==> src/hdl/csbf_ram.sv <==
// Generic simple dual-port RAM with a registered read.
`default_nettype none
module csbf_ram #(
  parameter int WIDTH = 8,
  parameter int DEPTH = 16
) (
  input  wire logic                     clk,
  input  wire logic                     wr_en,
  input  wire logic [$clog2(DEPTH)-1:0] wr_addr,
  input  wire logic [WIDTH-1:0]         wr_data,
  input  wire logic                     rd_en,
  input  wire logic [$clog2(DEPTH)-1:0] rd_addr,
  output logic      [WIDTH-1:0]         rd_data
);
  logic [WIDTH-1:0] mem [DEPTH];

  always_ff @(posedge clk) begin
    if (wr_en) begin
      mem[wr_addr] <= wr_data;
    end
    if (rd_en) begin
      rd_data <= mem[rd_addr];
    end
  end
endmodule
`default_nettype wire

==> config.mk <==
export PLATFORM = sky130hd
export DESIGN_NAME = csbf_ram
export DESIGN_NICKNAME = d
export VERILOG_FILES = /design/src/hdl/csbf_ram.sv
export SDC_FILE = /design/constraint.sdc
export NUM_CORES = 1
export LEC_CHECK = 0
export ABC_AREA = 1
export ABC_CLOCK_PERIOD_IN_PS = 1200
export BUFFER_PORTS_ARGS = -buffer_cell sky130_fd_sc_hd__buf_2
export CORE_MARGIN = 1.5
export CORE_UTILIZATION = 50
export DETAILED_ROUTE_END_ITERATION = 8
export GPL_ROUTABILITY_DRIVEN = 0
export HOLD_SLACK_MARGIN = 0.02
export PLACE_DENSITY = 0.7
export REMOVE_ABC_BUFFERS = 1
export SETUP_SLACK_MARGIN = 0.4
export SLEW_MARGIN = 10
export SYNTH_ARGS = -nofsm -noshare
export SYNTH_HDL_FRONTEND = slang
export SYNTH_SLANG_ARGS = --single-unit
==> constraint.sdc <==
create_clock -name clk -period 1.2 [get_ports clk]
set_input_delay 0.18 -clock clk [delete_from_list [all_inputs] [get_ports clk]]
set_output_delay 0.18 -clock clk [all_outputs]
set_load 0.03 [all_outputs]
==> results.toml <==
[yosys]
syn_area_per_cell_sq_um = 10.6
syn-instance-count = 551
syn_area_sq_mm = 0.00585
seq_area_frac_synth_pct = 69.8
synth_cell_types = 11
ys_seq_elements = 136
synth_top_area_share_pct = 69.8
yosysWarnings = 0
synth_area_leaders = "edfxtp_1 70%, nand2_1 11%, nand3_1 8.3%, inv_1 6.4%, buf_6 1.2%"
synth.largest_area_cell = "edfxtp_1"

[placement]
dpl-instance-area_sq_mm = 0.00623
placement.setup.worst_slack_ns = -0.222
dp_hpwl_microns = 7790
io_buffers = 26

[clock_tree]
clk_pin_slew_ns = 0.06
clock_path_buffers = 2
cts-root-buf = "clkbuf_16"
insertion_delay_ns = 0.41
cts_made_buffers = 17
cts_max_level = 4
postCtsSetupBuffers = 0
cts_tree = "done"
holdBufCountCts = 0
cts.sinks = 136

[timing]
fin_worst_skew_ns = 0.00790
fin_worst_hold_slack_ns = 0.129
relSlewSlack_pct = 70.4
slew_violations = 0
fmaxAchievable_mhz = 854
post-route-period-util_pct = 97.6
final_hold_viol_count = 0
fin_crit_ns = 1.17
rsz0062_at_grt = "true"
setup_viol = 0
worst_slack_ns = 0.0292
worst_slew_pin_slew_ns = 0.444

[finish]
layout_common_cells = "158 x nand2_1, 136 x edfxtp_1, 98 x inv_1"
drive_gt1_share_pct = 23.9
layout_commonest_cell = "nand2_1"
final_cell_area_sq_mm = 0.00708
fillers = 910
area_growth_pct = 21.2
fin_nets = 618
insertedDiodeCount = 0

[critical_path]
end_kind = "primary output"
crit_family = "flip-flops"
crit_path_cell_trace = "buf_6"
cpMaxStageDelayCell = "edfxtp_1"
crit_path_start_kind = "flip-flop"
crit_fanout = 1
critPathKind = "flip-flop to primary output"
crit_arrival_ns = 0.99
worstReg2RegStart = "mem[4][6]"
crit_buf_inv = 1
critPathLaunch = "rd_data[7]"
worstPathRequired_ns = 1.02
rrSetupSlack_ns = 0.11
critPathMaxStageDelay_ns = 0.42

[status]
outcome = "complete, no violations"

[detailed_routing]
antenna_left = 0
dr.pass1.iters = 6
route.detailed.drc = 0
vias_per_cell = 5.22
drt_iter0_drc = 256
vias = 3938
wl_per_cell_microns = 16.5
wl_microns = 12400

[min_path]
worstHoldPathType = "input port to flip-flop"
worstHoldStart = "rd_en"

[die]
fp.dieH_microns = 111
ios = 27
rows = 39
die_area_sq_mm = 0.0124
initial_utilization_pct = 51.2
die_w_microns = 111
coreArea_sq_mm = 0.0114

[grt]
grtUsageTotal_pct = 21.1
gr-usage-met2_pct = 34.2
antenna_found_initial = 0
grt_max_degree = 62
grt.overflow.total = 0
grt_pass1_wl_microns = 19800
grt_pass1_vias = 3842
gr-usage-met3_pct = 3.77
met1_usage_pct = 28.0
grt_busiest_layer = "met2"

[flow_run]
cap_violations = 0

[power]
powerDensity_mw_per_mm2 = 1520
ir_drop_v = 0.000954
p_leak_uw = 0.00306
==> cell families (layout without fill, tap and decap cells) <==
group / count (synthesis) / after routing / synth area share (%)
AND/OR/NAND/NOR: 289 / 289 / 20.8
flip-flops: 136 / 136 / 69.8
buffers and inverters: 126 / 187 / 9.39
==> sequential cells by signal, summed over array words and instances, names as in the netlist <==
register  count
mem         128
rd_data       8
==> cells in the mapped netlist, drive strengths merged <==
library cell / n
nand3b: 2
edfxtp: 136
buf: 24
nor2: 17
nand2: 173
nand3: 97
inv: 102
==> stage by stage <==
stage                     std cells  setup TNS (ns)  util (%)  power [uW]
after floorplan                 527          -0.749         -        5810
after global placement          723           -1.29      54.6        6150
after detailed placement        723           -1.56      54.6        6160
after CTS                       755               0      60.8       10800
after global routing            755               0      62.0       11100
final                           755               0      62.0       10800
==> where the power goes <==
part / total, uW / internal, uW / switching, uW / leakage (uW)
Combinational: 797 / 263 / 534 / 0.00157
Clock: 4600 / 2780 / 1820 / 0.000260
Sequential: 5390 / 5350 / 33.3 / 0.00124
==> timing repair <==
item	in CTS	in global routing
pin swaps	38	26
resized for setup	45	39
setup endpoints to repair	16	22
==> final timing paths <==
check,cells after the start,endpoint
max reg2reg,6,rd_data[6]
max,1,rd_data[7]
min,1,rd_data[3]
min reg2reg,6,rd_data[5]
==> final cells by class <==
type,count,area [sq um],area share [%]
multi-input cells,289,1490,21.1
well taps,143,179,2.53
flip-flops and latches,136,4080,57.6
inverters,102,385,5.44
clock inverters,13,87.6,1.24
clock buffers,19,433,6.11
repair buffers,53,424,5.99
==> per-layer routing <==
layer  wire length [microns]  vias up  share of wire, %
li1                        -     1874                 -
met3                     689       27               5.5
met4                     301        0               2.4
met5                       0        -                 0
met1                    5340     1902                43
met2                    6110      135                49
Power figures use the tool's default switching activity.
